**config.mk**
```make
export PLATFORM = sky130hd
export DESIGN_NAME = organ_key_voice_manager_unit_flat
export DESIGN_NICKNAME = d
export VERILOG_FILES = /design/src/sv/okvm_pkg.sv /design/src/sv/okvm_if.sv /design/src/sv/okvm_ctrl.sv /design/src/sv/okvm_dpath.sv /design/src/sv/organ_key_voice_manager_unit.sv /design/src/flat_wrapper.sv
export SDC_FILE = /design/constraint.sdc
export NUM_CORES = 2
export LEC_CHECK = 0
export ABC_AREA = 1
export BUFFER_PORTS_ARGS = -buffer_cell sky130_fd_sc_hd__clkbuf_2
export CORE_MARGIN = 4
export CORE_UTILIZATION = 56
export DETAILED_ROUTE_END_ITERATION = 16
export HOLD_SLACK_MARGIN = 0.15
export PLACE_DENSITY_LB_ADDON = 0.3
export SYNTH_ARGS = -nofsm -noshare
export SYNTH_HDL_FRONTEND = slang
export SYNTH_SLANG_ARGS = --single-unit
```
**constraint.sdc**
```tcl
create_clock -name i_clk -period 16.45 [get_ports i_clk]
set_input_delay 2.4675 -clock i_clk [delete_from_list [all_inputs] [get_ports i_clk]]
set_output_delay 2.4675 -clock i_clk [all_outputs]
set_load 0.01 [all_outputs]
```
**src/sv/okvm_pkg.sv**
```systemverilog
// Shared constants, codes and types of the organ key voice manager.
`timescale 1ns / 1ps

package okvm_pkg;

    // Sizes
    localparam int MAX_ITEMS = 64;
    localparam int COUNT_W   = 8;
    localparam int IDX_W     = $clog2(MAX_ITEMS);
    localparam int ITEM_W    = 7;
    localparam int AGE_W     = 7;
    localparam int MODE_W    = 2;
    localparam int CIDX_W    = 2;
    localparam int LIM_W     = ($clog2(MAX_ITEMS + 1) > ITEM_W) ? $clog2(MAX_ITEMS + 1) : ITEM_W;

    localparam logic [COUNT_W-1:0] COUNT_MAX = '1;
    localparam logic [AGE_W-1:0]   AGE_MAX   = '1;

    // Item modes
    localparam logic [MODE_W-1:0] MODE_REQ   = 2'd0;
    localparam logic [MODE_W-1:0] MODE_SENSE = 2'd1;
    localparam logic [MODE_W-1:0] MODE_QUERY = 2'd2;

    // Configuration register indexes
    localparam logic [CIDX_W-1:0] CFG_ITEMS = 2'd0;
    localparam logic [CIDX_W-1:0] CFG_POLY  = 2'd1;
    localparam logic [CIDX_W-1:0] CFG_KEYS  = 2'd2;

    // Reset values of the configuration registers
    localparam logic [ITEM_W-1:0] RST_ITEMS = 7'd61;
    localparam logic [ITEM_W-1:0] RST_POLY  = 7'd10;
    localparam logic              RST_KEYS  = 1'b1;

    // One stored key entry
    typedef struct packed {
        logic [COUNT_W-1:0] count;
        logic [AGE_W-1:0]   age;
        logic               user;
        logic               active;
    } t_entry;

    typedef struct packed {
        logic [MODE_W-1:0] mode;
        logic [ITEM_W-1:0] item_number;
        logic              turn_on;
    } t_item;

    typedef struct packed {
        logic              we;
        logic [CIDX_W-1:0] index;
        logic [ITEM_W-1:0] data;
    } t_cfg_wr;

    typedef struct packed {
        logic               error;
        logic               toggle_valid;
        logic               toggle_on;
        logic               steal_valid;
        logic [ITEM_W-1:0]  steal_item;
        logic [COUNT_W-1:0] request_count;
        logic [AGE_W-1:0]   system_age;
        logic               user_flag;
        logic               active_flag;
    } t_result;

    // Controller to datapath
    typedef struct packed {
        logic capture;
        logic eval;
        logic walk_rd;
        logic fin;
        logic load_out;
    } t_dp_cmd;

    // Datapath to controller
    typedef struct packed {
        logic in_range;
        logic walk_need;
        logic press_now;
        logic press;
        logic walk_last;
    } t_dp_sts;

endpackage

```
**src/sv/okvm_if.sv**
```systemverilog
// Channel interfaces: input items, result items and configuration writes.
`timescale 1ns / 1ps

interface okvm_in_if import okvm_pkg::*; ();
    logic              valid;
    logic              ready;
    logic [MODE_W-1:0] mode;
    logic [ITEM_W-1:0] item_number;
    logic              turn_on;

    modport source (output valid, output mode, output item_number, output turn_on,
                    input ready);
    modport sink   (input valid, input mode, input item_number, input turn_on,
                    output ready);
endinterface

interface okvm_out_if import okvm_pkg::*; ();
    logic               valid;
    logic               ready;
    logic               error;
    logic               toggle_valid;
    logic               toggle_on;
    logic               steal_valid;
    logic [ITEM_W-1:0]  steal_item;
    logic [COUNT_W-1:0] request_count;
    logic [AGE_W-1:0]   system_age;
    logic               user_flag;
    logic               active_flag;

    modport source (output valid, output error, output toggle_valid, output toggle_on,
                    output steal_valid, output steal_item, output request_count,
                    output system_age, output user_flag, output active_flag,
                    input ready);
    modport sink   (input valid, input error, input toggle_valid, input toggle_on,
                    input steal_valid, input steal_item, input request_count,
                    input system_age, input user_flag, input active_flag,
                    output ready);
endinterface

interface okvm_cfg_if import okvm_pkg::*; ();
    logic              valid;
    logic              ready;
    logic [CIDX_W-1:0] index;
    logic [ITEM_W-1:0] data;

    modport source (output valid, output index, output data, input ready);
    modport sink   (input valid, input index, input data, output ready);
endinterface

```
**src/sv/okvm_ctrl.sv**
```systemverilog
// Controller state machine: sequences read, update, age walk and result beat.
`timescale 1ns / 1ps

module okvm_ctrl import okvm_pkg::*; (
    input  logic    i_clk,
    input  logic    i_rst_n,
    input  logic    i_in_valid,
    output logic    o_in_ready,
    input  logic    i_out_ready,
    output logic    o_out_valid,
    output t_dp_cmd o_cmd,
    input  t_dp_sts i_sts
);

    localparam logic [2:0] S_IDLE  = 3'd0;
    localparam logic [2:0] S_READ  = 3'd1;
    localparam logic [2:0] S_EVAL  = 3'd2;
    localparam logic [2:0] S_WALK  = 3'd3;
    localparam logic [2:0] S_DRAIN = 3'd4;
    localparam logic [2:0] S_FIN   = 3'd5;
    localparam logic [2:0] S_DONE  = 3'd6;

    logic [2:0] r_state, n_state;
    logic       r_ov, n_ov;

    // Next state and commands
    always_comb begin
        n_state = r_state;
        n_ov    = r_ov;
        o_cmd   = '0;
        if (r_ov && i_out_ready) begin
            n_ov = 1'b0;
        end
        unique case (r_state)
            S_IDLE: begin
                if (i_in_valid) begin
                    o_cmd.capture = 1'b1;
                    n_state       = S_READ;
                end
            end
            // entry read is issued here; out-of-range items skip straight to the result
            S_READ: begin
                n_state = i_sts.in_range ? S_EVAL : S_DONE;
            end
            S_EVAL: begin
                o_cmd.eval = 1'b1;
                priority if (i_sts.walk_need) begin
                    n_state = S_WALK;
                end else if (i_sts.press_now) begin
                    n_state = S_FIN;
                end else begin
                    n_state = S_DONE;
                end
            end
            S_WALK: begin
                o_cmd.walk_rd = 1'b1;
                if (i_sts.walk_last) begin
                    n_state = S_DRAIN;
                end
            end
            // last walk write-back lands here
            S_DRAIN: begin
                n_state = i_sts.press ? S_FIN : S_DONE;
            end
            S_FIN: begin
                o_cmd.fin = 1'b1;
                n_state   = S_DONE;
            end
            S_DONE: begin
                if (!r_ov || i_out_ready) begin
                    o_cmd.load_out = 1'b1;
                    n_ov           = 1'b1;
                    n_state        = S_IDLE;
                end
            end
            default: begin
                n_state = S_IDLE;
            end
        endcase
    end

    always_ff @(posedge i_clk) begin
        if (!i_rst_n) begin
            r_state <= S_IDLE;
            r_ov    <= 1'b0;
        end else begin
            r_state <= n_state;
            r_ov    <= n_ov;
        end
    end

    assign o_in_ready  = (r_state == S_IDLE);
    assign o_out_valid = r_ov;

endmodule

```
**src/sv/okvm_dpath.sv**
```systemverilog
// Datapath: configuration registers, key entry memory, update and age walk logic.
`timescale 1ns / 1ps

module okvm_dpath import okvm_pkg::*; (
    input  logic    i_clk,
    input  logic    i_rst_n,
    input  t_cfg_wr i_cfg_wr,
    input  t_item   i_item,
    input  t_dp_cmd i_cmd,
    output t_dp_sts o_sts,
    output t_result o_res
);

    // Configuration
    logic [ITEM_W-1:0] r_items;
    logic [ITEM_W-1:0] r_poly;
    logic              r_keys;

    // Captured item
    logic [MODE_W-1:0] r_mode;
    logic [ITEM_W-1:0] r_num;
    logic              r_on;

    // Entry memory with per-entry valid bits (invalid reads as zero)
    t_entry             r_mem [MAX_ITEMS];
    logic [MAX_ITEMS-1:0] r_vld;
    t_entry             r_rd_data;
    logic               r_rd_vld;
    t_entry             rd_e;

    // Step state
    t_entry            r_cur;
    logic [AGE_W-1:0]  r_old_age;
    logic              r_tog;
    logic              r_ton;
    logic              r_steal;
    logic [ITEM_W-1:0] r_steal_item;
    t_result           r_res;

    // Walk pipeline
    logic [IDX_W-1:0]  r_wk_cnt;
    logic [IDX_W-1:0]  r_wk_addr;
    logic              r_wk_pend;

    logic [LIM_W-1:0]  limit;
    logic [LIM_W-1:0]  items_ext;
    logic [LIM_W-1:0]  num_ext;
    logic              in_range;
    logic [IDX_W-1:0]  idx;
    t_entry            e;
    logic              e_tog;
    logic              e_ton;
    t_entry            w;
    logic              w_stl;
    t_entry            fin_e;
    logic              wr_en;
    logic [IDX_W-1:0]  wr_addr;
    t_entry            wr_data;
    logic [IDX_W-1:0]  rd_addr;
    logic [LIM_W-1:0]  steal_num;

    // Range check against the clamped key count
    always_comb begin
        items_ext = LIM_W'(r_items);
        limit     = (items_ext < LIM_W'(MAX_ITEMS)) ? items_ext : LIM_W'(MAX_ITEMS);
        num_ext   = LIM_W'(r_num);
        in_range  = (num_ext != '0) && (num_ext <= limit);
        idx       = IDX_W'(num_ext - LIM_W'(1));
    end

    assign rd_e = r_rd_vld ? r_rd_data : '0;

    // Item update of the addressed entry
    always_comb begin
        e     = rd_e;
        e_tog = 1'b0;
        e_ton = 1'b0;
        unique case (r_mode)
            MODE_REQ: begin
                if (!r_on) begin
                    if (e.count != '0) begin
                        e.count = e.count - COUNT_W'(1);
                        if (e.count == '0) begin
                            e_tog = 1'b1;
                        end
                    end
                end else if (e.count != COUNT_MAX) begin
                    e.count = e.count + COUNT_W'(1);
                    if (e.count == COUNT_W'(1)) begin
                        e_tog = 1'b1;
                        e_ton = 1'b1;
                    end
                end
                // toggled key leaves the age order for now
                if (e_tog) begin
                    e.age    = '0;
                    e.active = e.active & e.user;
                end
            end
            MODE_SENSE: begin
                if (e.age == '0) begin
                    e.user   = r_on;
                    e.active = r_on;
                end else begin
                    e.user   = 1'b0;
                    e.active = 1'b1;
                end
            end
            default: begin
                e = rd_e;
            end
        endcase
    end

    // Age walk step on one entry
    always_comb begin
        w     = rd_e;
        w_stl = 1'b0;
        if (w.age != '0) begin
            if (r_ton) begin
                if (w.age != AGE_MAX) begin
                    w.age = w.age + AGE_W'(1);
                end
                w.user   = 1'b0;
                w.active = 1'b1;
            end else if (w.age > r_old_age) begin
                w.age = w.age - AGE_W'(1);
                if (w.age == '0) begin
                    w.active = w.active & w.user;
                end else begin
                    w.user   = 1'b0;
                    w.active = 1'b1;
                end
            end
        end
        // past the polyphony limit: steal
        if (w.age > r_poly) begin
            w.age    = '0;
            w.count  = '0;
            w.active = w.active & w.user;
            w_stl    = 1'b1;
        end
    end

    // Pressed key becomes the newest
    always_comb begin
        fin_e        = r_cur;
        fin_e.age    = AGE_W'(1);
        fin_e.user   = 1'b0;
        fin_e.active = 1'b1;
    end

    // Memory port selection
    always_comb begin
        rd_addr = i_cmd.walk_rd ? r_wk_cnt : idx;
        wr_en   = i_cmd.eval | r_wk_pend | i_cmd.fin;
        priority if (r_wk_pend) begin
            wr_addr = r_wk_addr;
            wr_data = w;
        end else if (i_cmd.fin) begin
            wr_addr = idx;
            wr_data = fin_e;
        end else begin
            wr_addr = idx;
            wr_data = e;
        end
    end

    always_ff @(posedge i_clk) begin
        if (wr_en) begin
            r_mem[wr_addr] <= wr_data;
        end
        r_rd_data <= r_mem[rd_addr];
        r_rd_vld  <= r_vld[rd_addr];
    end

    always_ff @(posedge i_clk) begin
        if (!i_rst_n) begin
            r_vld <= '0;
        end else if (wr_en) begin
            r_vld[wr_addr] <= 1'b1;
        end
    end

    // Configuration writes
    always_ff @(posedge i_clk) begin
        if (!i_rst_n) begin
            r_items <= RST_ITEMS;
            r_poly  <= RST_POLY;
            r_keys  <= RST_KEYS;
        end else if (i_cfg_wr.we) begin
            unique case (i_cfg_wr.index)
                CFG_ITEMS: r_items <= i_cfg_wr.data;
                CFG_POLY:  r_poly  <= i_cfg_wr.data;
                CFG_KEYS:  r_keys  <= i_cfg_wr.data[0];
                default:   r_items <= r_items;
            endcase
        end
    end

    // Item capture
    always_ff @(posedge i_clk) begin
        if (i_cmd.capture) begin
            r_mode <= i_item.mode;
            r_num  <= i_item.item_number;
            r_on   <= i_item.turn_on;
        end
    end

    // Walk counter and write-back pipeline
    always_ff @(posedge i_clk) begin
        if (!i_rst_n) begin
            r_wk_pend <= 1'b0;
        end else begin
            r_wk_pend <= i_cmd.walk_rd;
        end
    end

    always_ff @(posedge i_clk) begin
        r_wk_addr <= r_wk_cnt;
        if (i_cmd.eval) begin
            r_wk_cnt <= '0;
        end else if (i_cmd.walk_rd) begin
            r_wk_cnt <= r_wk_cnt + IDX_W'(1);
        end
    end

    assign steal_num = LIM_W'(r_wk_addr) + LIM_W'(1);

    // Step state: toggle, steal, addressed entry
    always_ff @(posedge i_clk) begin
        if (i_cmd.capture) begin
            r_tog        <= 1'b0;
            r_ton        <= 1'b0;
            r_steal      <= 1'b0;
            r_steal_item <= '0;
        end else begin
            if (i_cmd.eval) begin
                r_tog     <= e_tog;
                r_ton     <= e_ton;
                r_old_age <= rd_e.age;
                r_cur     <= e;
            end
            if (i_cmd.fin) begin
                r_cur <= fin_e;
            end
            // lowest stolen key wins, the walk runs upward
            if (r_wk_pend && w_stl && !r_steal) begin
                r_steal      <= 1'b1;
                r_steal_item <= ITEM_W'(steal_num);
            end
        end
    end

    // Result register; an out-of-range item reports only the error flag
    always_ff @(posedge i_clk) begin
        if (i_cmd.load_out) begin
            r_res.error         <= !in_range;
            r_res.toggle_valid  <= in_range & r_tog;
            r_res.toggle_on     <= in_range & r_ton;
            r_res.steal_valid   <= in_range & r_steal;
            r_res.steal_item    <= in_range ? r_steal_item : '0;
            r_res.request_count <= in_range ? r_cur.count : '0;
            r_res.system_age    <= in_range ? r_cur.age : '0;
            r_res.user_flag     <= in_range & r_cur.user;
            r_res.active_flag   <= in_range & r_cur.active;
        end
    end

    assign o_res = r_res;

    always_comb begin
        o_sts.in_range  = in_range;
        o_sts.walk_need = e_tog & r_keys;
        o_sts.press_now = e_tog & e_ton;
        o_sts.press     = r_tog & r_ton;
        o_sts.walk_last = (LIM_W'(r_wk_cnt) == (limit - LIM_W'(1)));
    end

endmodule

```
**src/sv/organ_key_voice_manager_unit.sv**
```systemverilog
// Top level of the organ key voice manager: channels, controller and datapath.
//
//  channel  | dir | beat payload                                     | handshake
//  ---------+-----+--------------------------------------------------+------------
//  i_in     | in  | mode, item_number, turn_on                       | valid/ready
//  o_out    | out | error, toggle, steal, count, age, user, active   | valid/ready
//  i_cfg    | in  | index (0 items, 1 polyphony, 2 keys mode), data  | valid/ready
//
//  One item at a time. An out-of-range item goes straight to the result; any other item
//  is read and updated, and a press in stops mode then also writes the new key. A toggle in
//  keys mode walks the managed entries, min(items_in_use, 64) of them, one per cycle, and a
//  press then writes the new key. The next beat is taken the cycle after the result loads.
//  Reset is synchronous, active low; it clears all key state and loads register defaults.
//  A held result stalls only the end of the next item; configuration beats are always taken.
`timescale 1ns / 1ps

module organ_key_voice_manager_unit import okvm_pkg::*; (
    input  logic        i_clk,
    input  logic        i_rst_n,
    okvm_in_if.sink     i_in,
    okvm_cfg_if.sink    i_cfg,
    okvm_out_if.source  o_out
);

    t_dp_cmd cmd;
    t_dp_sts sts;
    t_result res;
    t_item   item;
    t_cfg_wr cfg_wr;
    logic    in_ready;
    logic    out_valid;

    // Channel payloads into structs
    always_comb begin
        item.mode        = i_in.mode;
        item.item_number = i_in.item_number;
        item.turn_on     = i_in.turn_on;
        cfg_wr.we        = i_cfg.valid;
        cfg_wr.index     = i_cfg.index;
        cfg_wr.data      = i_cfg.data;
    end

    okvm_ctrl u_ctrl (
        .i_clk       (i_clk),
        .i_rst_n     (i_rst_n),
        .i_in_valid  (i_in.valid),
        .o_in_ready  (in_ready),
        .i_out_ready (o_out.ready),
        .o_out_valid (out_valid),
        .o_cmd       (cmd),
        .i_sts       (sts)
    );

    okvm_dpath u_dpath (
        .i_clk    (i_clk),
        .i_rst_n  (i_rst_n),
        .i_cfg_wr (cfg_wr),
        .i_item   (item),
        .i_cmd    (cmd),
        .o_sts    (sts),
        .o_res    (res)
    );

    // Result channel
    assign i_in.ready          = in_ready;
    assign i_cfg.ready         = 1'b1;
    assign o_out.valid         = out_valid;
    assign o_out.error         = res.error;
    assign o_out.toggle_valid  = res.toggle_valid;
    assign o_out.toggle_on     = res.toggle_on;
    assign o_out.steal_valid   = res.steal_valid;
    assign o_out.steal_item    = res.steal_item;
    assign o_out.request_count = res.request_count;
    assign o_out.system_age    = res.system_age;
    assign o_out.user_flag     = res.user_flag;
    assign o_out.active_flag   = res.active_flag;

endmodule

```
**src/flat_wrapper.sv**
```systemverilog
// flat-port wrapper written by rule: the top's interface ports become plain ports
module organ_key_voice_manager_unit_flat import okvm_pkg::*;
  (i_clk, i_rst_n, i_in_valid, i_in_mode, i_in_item_number, i_in_turn_on, i_in_ready, i_cfg_valid, i_cfg_index, i_cfg_data, i_cfg_ready, o_out_valid, o_out_error, o_out_toggle_valid, o_out_toggle_on, o_out_steal_valid, o_out_steal_item, o_out_request_count, o_out_system_age, o_out_user_flag, o_out_active_flag, o_out_ready);
  okvm_in_if i_in_i ();
  okvm_cfg_if i_cfg_i ();
  okvm_out_if o_out_i ();
  input  logic i_clk;
  input  logic i_rst_n;
  input wire logic [$bits(i_in_i.valid)-1:0] i_in_valid;
  input wire logic [$bits(i_in_i.mode)-1:0] i_in_mode;
  input wire logic [$bits(i_in_i.item_number)-1:0] i_in_item_number;
  input wire logic [$bits(i_in_i.turn_on)-1:0] i_in_turn_on;
  output wire logic [$bits(i_in_i.ready)-1:0] i_in_ready;
  input wire logic [$bits(i_cfg_i.valid)-1:0] i_cfg_valid;
  input wire logic [$bits(i_cfg_i.index)-1:0] i_cfg_index;
  input wire logic [$bits(i_cfg_i.data)-1:0] i_cfg_data;
  output wire logic [$bits(i_cfg_i.ready)-1:0] i_cfg_ready;
  output wire logic [$bits(o_out_i.valid)-1:0] o_out_valid;
  output wire logic [$bits(o_out_i.error)-1:0] o_out_error;
  output wire logic [$bits(o_out_i.toggle_valid)-1:0] o_out_toggle_valid;
  output wire logic [$bits(o_out_i.toggle_on)-1:0] o_out_toggle_on;
  output wire logic [$bits(o_out_i.steal_valid)-1:0] o_out_steal_valid;
  output wire logic [$bits(o_out_i.steal_item)-1:0] o_out_steal_item;
  output wire logic [$bits(o_out_i.request_count)-1:0] o_out_request_count;
  output wire logic [$bits(o_out_i.system_age)-1:0] o_out_system_age;
  output wire logic [$bits(o_out_i.user_flag)-1:0] o_out_user_flag;
  output wire logic [$bits(o_out_i.active_flag)-1:0] o_out_active_flag;
  input wire logic [$bits(o_out_i.ready)-1:0] o_out_ready;
  assign i_in_i.valid = i_in_valid;
  assign i_in_i.mode = i_in_mode;
  assign i_in_i.item_number = i_in_item_number;
  assign i_in_i.turn_on = i_in_turn_on;
  assign i_in_ready = i_in_i.ready;
  assign i_cfg_i.valid = i_cfg_valid;
  assign i_cfg_i.index = i_cfg_index;
  assign i_cfg_i.data = i_cfg_data;
  assign i_cfg_ready = i_cfg_i.ready;
  assign o_out_valid = o_out_i.valid;
  assign o_out_error = o_out_i.error;
  assign o_out_toggle_valid = o_out_i.toggle_valid;
  assign o_out_toggle_on = o_out_i.toggle_on;
  assign o_out_steal_valid = o_out_i.steal_valid;
  assign o_out_steal_item = o_out_i.steal_item;
  assign o_out_request_count = o_out_i.request_count;
  assign o_out_system_age = o_out_i.system_age;
  assign o_out_user_flag = o_out_i.user_flag;
  assign o_out_active_flag = o_out_i.active_flag;
  assign o_out_i.ready = o_out_ready;
  organ_key_voice_manager_unit u_core (.i_clk(i_clk), .i_rst_n(i_rst_n), .i_in(i_in_i), .i_cfg(i_cfg_i), .o_out(o_out_i));
endmodule
```
* After elaboration in Yosys (flattened, before gate mapping)
Memory sizes are Yosys's and may differ from the RTL's. A register that Yosys moved wholly into a read port is not among the register bits.
Index checks and enable logic that the tools add are counted.
** Cells by class
- Add/sub/neg operators :: 8
- Magnitude comparators :: 7
- Eq/ne operators :: 16
- Mux-type cells :: 58
- Bitwise gates (word level) :: 15
- Reduce and logical (&&, ||, !) cells :: 26
** Operators with widths (count)
- $or 64x64->64 :: 1
- $mux 17 :: 3
- $mux 9 :: 4
- $mux 15 :: 2
- $mux 1 :: 29
- $mux 8 :: 3
- $mux 7 :: 3
- $pmux 3 s7 :: 1
- $mux 3 :: 5
- $gt 7x7->1 :: 2
- $logic_not 7->1 :: 2
- $lt 6x7->1 const B :: 2
- $reduce_bool 7->1 :: 2
- $sub 7x1->7 const B :: 2
- $mux 6 :: 2
- $and 1x1->1 :: 10
- $reduce_and 2->1 :: 5
- $eq 3x3->1 const B :: 3
- $add 8x1->8 const B :: 1
- $eq 8x1->1 const B :: 1
- $logic_not 8->1 :: 1
- $ne 8x8->1 const B :: 1
- $reduce_bool 8->1 :: 1
- $sub 8x1->8 const B :: 1
- other kinds (28) :: 43
** Storage, ports and cells
- Register bits :: 169
- Bits in writable memories :: 1088
- Bits of input ports :: 24
- Output and inout bits :: 31
- Logic and storage cells :: 162
- Memories kept :: 1
** Memory list
- u_core.u_dpath.r_mem :: depth 64, width 17, read ports 1, clocked after Yosys merged registers in 1, write ports 1, line okvm_dpath.sv:25 : t_entry r_mem [MAX_ITEMS];

* Logic depth before layout (Yosys ltp)
- Word-level depth :: 12
- Depth in mapped cells :: 28
- Mapped depth without buffers :: 25

* By module
Synthesis repeated with hierarchy kept, for this count alone.
** Unflattened totals
- Cell total of the unflattened synthesis :: 4277
- Area total of the unflattened synthesis :: 52061.2 µm²
** Modules (own cells, without submodules)
- okvm_dpath :: instances 1, cells an instance 4217, area an instance 51728.4 µm², sequential area each 36935.4 µm²
- okvm_ctrl :: instances 1, cells an instance 58, area an instance 321.6 µm², sequential area each 80.1 µm²
- organ_key_voice_manager_unit :: instances 1, cells an instance 2, area an instance 11.3 µm², sequential area each 0.0 µm²

* Worst setup path after synthesis
No wires, ideal clock.
- Path kind :: flip-flop to flip-flop
- Start :: reg u_core.u_dpath.r_rd_vld
- End :: mem u_core.u_dpath.r_mem[0][10] in the netlist's numbering, data pin
- Library setup time :: 0.702 ns
- Data arrival time :: 5.799 ns
- Required time :: 15.748 ns
- Path slack :: 9.949 ns
- Stages on the path, launching flop included :: 25
- Buffers on the path :: 3
- Clock period less this slack :: 6.501 ns
- Cell sequence :: dfxtp_1 buf_4 buf_4 nand2_1 clkinv_1 ha_1 or2_2 a21oi_1 nand3_1 nand2_1 buf_2 a21oi_1 o21ai_1 nand2_1 inv_1 ha_1 a21oi_1 o21ai_0 nand2_1 o211ai_1 nand2_1 inv_1 nor2_1 inv_1 o21ai_0
** RTL lines
- start: declaration :: line okvm_dpath.sv:28 : logic r_rd_vld;
- start signal: assignment :: line okvm_dpath.sv:174 : r_rd_vld <= r_vld[rd_addr];
- end: declaration :: line okvm_dpath.sv:25

==> results.sh <==
export IMPL_crit_buf_inv=5
export IMPL_gp_congestion=0.8502
export IMPL_postLayoutCellArea_mm2=0.05895
export IMPL_drive_gt1_frac=0.09352
export IMPL_placed_cells_incl_taps=5554
export IMPL_yosysTopAreaCell="edfxtp_1"
export IMPL_grt_pass1_vias=32875
export IMPL_wire_per_inst_um=23.22
export IMPL_cp_max_fo=33
export IMPL_io_buffers=53
export IMPL_synthFlopType="edfxtp_1"
export IMPL_setup_viol=0
export IMPL_regArea_mm2=0.03702
export IMPL_antenna_cells=0
export IMPL_cts_resized=0
export IMPL_cts_root_buf="clkbuf_16"
export IMPL_hold_buffers=0
export IMPL_ys_top_cells_by_area="edfxtp_1, o211ai_1, nand3_1"
export IMPL_synth_cell_types=47
export IMPL_powerDensity_mw_per_mm2=188.4
export IMPL_drv_cap=0
export IMPL_hold_class="register to register"
export IMPL_layout_nets=4478
export IMPL_r2r_end="u_core.u_dpath.r_mem[21][12]"
export IMPL_dieArea_mm2=0.1006
export IMPL_synth_seq_area_share=0.6916
export IMPL_antenna_found_initial=1
export IMPL_synth_warnings=0
export IMPL_ff2ff_path_depth=24
export IMPL_whs_endpoint="u_core.u_dpath.r_wk_addr[5]"
export IMPL_crit_path_max_incr_delay_ps=940
export IMPL_holdPathStages=0
export IMPL_final_cells=5799
export IMPL_yosysTopAreaCellShare=0.6452
export IMPL_postCtsSetupBuffers=0
export IMPL_grt_max_degree=212
export IMPL_htree_levels=4
export IMPL_ys_ff_latch=1274
export IMPL_synth_cells=4458
export IMPL_synth_edff_count=1150
export IMPL_relSlewSlack=0.1552
export IMPL_cp_depth=24
export IMPL_coreArea_mm2=0.09487
export IMPL_grt_pass1_wl_um=201300
export IMPL_tightest_slew_ps=1267
export IMPL_min_from="u_core.u_dpath.r_wk_cnt[5]"
export IMPL_overflow=0
export IMPL_start_kind="register"
export IMPL_async_reset_ff_frac=0
export IMPL_crit_type="register to register"
export IMPL_crit_required_ps=16950
export IMPL_final_cell_mix="edfxtp_1, nand3_1, inv_1"
export IMPL_area_growth_pct=10.13
export IMPL_clock_latency_ps=740
export IMPL_cts_sinks=1274
export IMPL_synth_fp_nets=4512
export IMPL_vdd_drop_max_uv=164.3
export IMPL_fin_skew_ps=33.16
export IMPL_fill_cells=7101
export IMPL_clk_pin_slew_ps=60
export IMPL_drtAntennaViolNets=0
export IMPL_r2r_setup_slack_ps=10410
export IMPL_multi_input_area_mm2=0.01353
export IMPL_path_common_cell="nand2_1"
export IMPL_placement_cell_area_mm2=0.05460
export IMPL_initial_utilization=0.5642
export IMPL_die_y_um=317.2
export IMPL_drcViolationCount=0
export IMPL_vias=34961
export IMPL_fp_dieW_um=317.2
export IMPL_crit_slowest_cell="o22ai_4"
export IMPL_synth_area_mm2=0.05353
export IMPL_endpoint_kind="register"
export IMPL_max_freq_mhz=165.7
export IMPL_numCtsBuffers=133
export IMPL_track_usage=0.2652
export IMPL_slew_violations=0
export IMPL_routed_wl_um=134700
export IMPL_cp_data_arrival_time_ps=6540
export IMPL_period_share=0.3669
export IMPL_clockBufferDepth=3
export IMPL_finalSetupTns_ps=0
export IMPL_num_rows=113
export IMPL_synth_area_per_cell_um2=12.01
export IMPL_hpwl_um=73870
export IMPL_viasPerCell=6.029
export IMPL_grt_setup_unrepaired="false"
export IMPL_crit_family="simple AND/OR/NAND/NOR gates"
export IMPL_status="complete, no violations"
export IMPL_cts_tree="done"
export IMPL_drt_iter0_drc=4376
export IMPL_final_common_cell="edfxtp_1"
export IMPL_dr_pass1_iters=5
export IMPL_num_io_pins=55
export IMPL_hold_viol_final=0
export IMPL_crit_chain="nand2_1 > inv_1 > ha_1 > nand2_1 > nor2_1 > and3_1 > nand2_1 > nand3_1 > nand2_1 > a21oi_1 > o21ai_1 > nand2_1 > inv_1 > ha_1 > a21oi_1 > o21ai_0 > nand2_1 > o211ai_1 > nand2_1 > inv_1 > nor2_1 > inv_1 > o22ai_4 > buf_4"
export IMPL_p_leak_nw=21.07
export IMPL_period_needed_ps=6036
export IMPL_timing_rr_start="u_core.u_dpath.r_rd_vld"
cells by family after synthesis:
family,synth area share
AND/OR/NAND/NOR,0.1216
flip-flops,0.6916
AO/OA/AOI/OAI,0.1177
buffers and inverters,0.05858
adder cells (fa/ha/maj),0.007013
XOR/XNOR,0.003436
other,0.00007006
cell type report:
type	instances	share of cell area
multi-input cells	2439	0.2296
inverters	476	0.03061
flip-flops and latches	1274	0.6279
clock inverters	78	0.01167
repair buffers	100	0.01133
clock buffers	167	0.06202
well taps	1265	0.02685
cell usage after synthesis, types with 57 or more instances:
library cell	n
o21ai_0	308
clkbuf_1	116
or2_2	57
inv_1	444
dfxtp_1	124
nand2_1	385
nand3_1	513
buf_2	97
o211ai_1	422
or2_1	140
a21oi_1	138
o21ai_1	103
nor2_1	183
edfxtp_1	1150
sequential cells by signal, summed over array words and instances (netlist names), 2 cells and up:
register / count
u_core.u_dpath.r_mem: 1088
u_core.u_dpath.r_vld: 64
u_core.u_dpath.o_res: 28
u_core.u_dpath.r_rd_data: 17
u_core.u_dpath.r_cur: 9
u_core.u_dpath.fin_e: 8
u_core.u_dpath.items_ext: 7
u_core.u_dpath.num_ext: 7
u_core.u_dpath.r_old_age: 7
u_core.u_dpath.r_poly: 7
u_core.u_dpath.r_steal_item: 7
u_core.u_dpath.r_wk_addr: 6
u_core.u_dpath.r_wk_cnt: 6
u_core.u_ctrl.r_state: 3
u_core.u_dpath.r_mode: 2
how the worst max path moves through the flow:
stage	startpoint	to
2_1_floorplan	u_core.u_dpath.r_rd_vld	u_core.u_dpath.r_mem[0][10]
3_3_place_gp	u_core.u_dpath.r_rd_vld	u_core.u_dpath.r_mem[25][12]
3_5_place_dp	u_core.u_dpath.r_rd_vld	u_core.u_dpath.r_mem[24][12]
4_1_cts	u_core.u_dpath.r_rd_vld	u_core.u_dpath.r_mem[22][12]
5_1_grt	u_core.u_dpath.r_rd_vld	u_core.u_dpath.r_mem[7][12]
6_report	u_core.u_dpath.r_rd_vld	u_core.u_dpath.r_mem[21][12]
stage by stage:
step	util	total power, mW	setup slack (ps)	hold WS (ps)
finish	0.6214	11.10	10410	374.1
floorplan	-	6.835	9949	360.7
global placement	0.5756	8.068	10510	368.4
global route	0.6214	11.61	9784	387.9
detailed placement	0.5756	8.135	10480	370.3
CTS	0.6214	11.08	10470	378.7
where the power goes:
part	total (mW)	leakage [nW]	switching, mW	internal (mW)
combinational	3.87	7.42	2.92	0.953
clock	2.97	2.12	1.23	1.74
sequential	4.27	11.5	0.0641	4.21
total	11.1	21.1	4.21	6.90
per-layer routing:
metal | GRT usage | routed length (um)
met1 | 0.3678 | 54790
met2 | 0.4225 | 63260
met5 | 0 | 0
met4 | 0.09867 | 4782
met3 | 0.04985 | 11830
No activity file was read; power rests on OpenSTA's default activity.
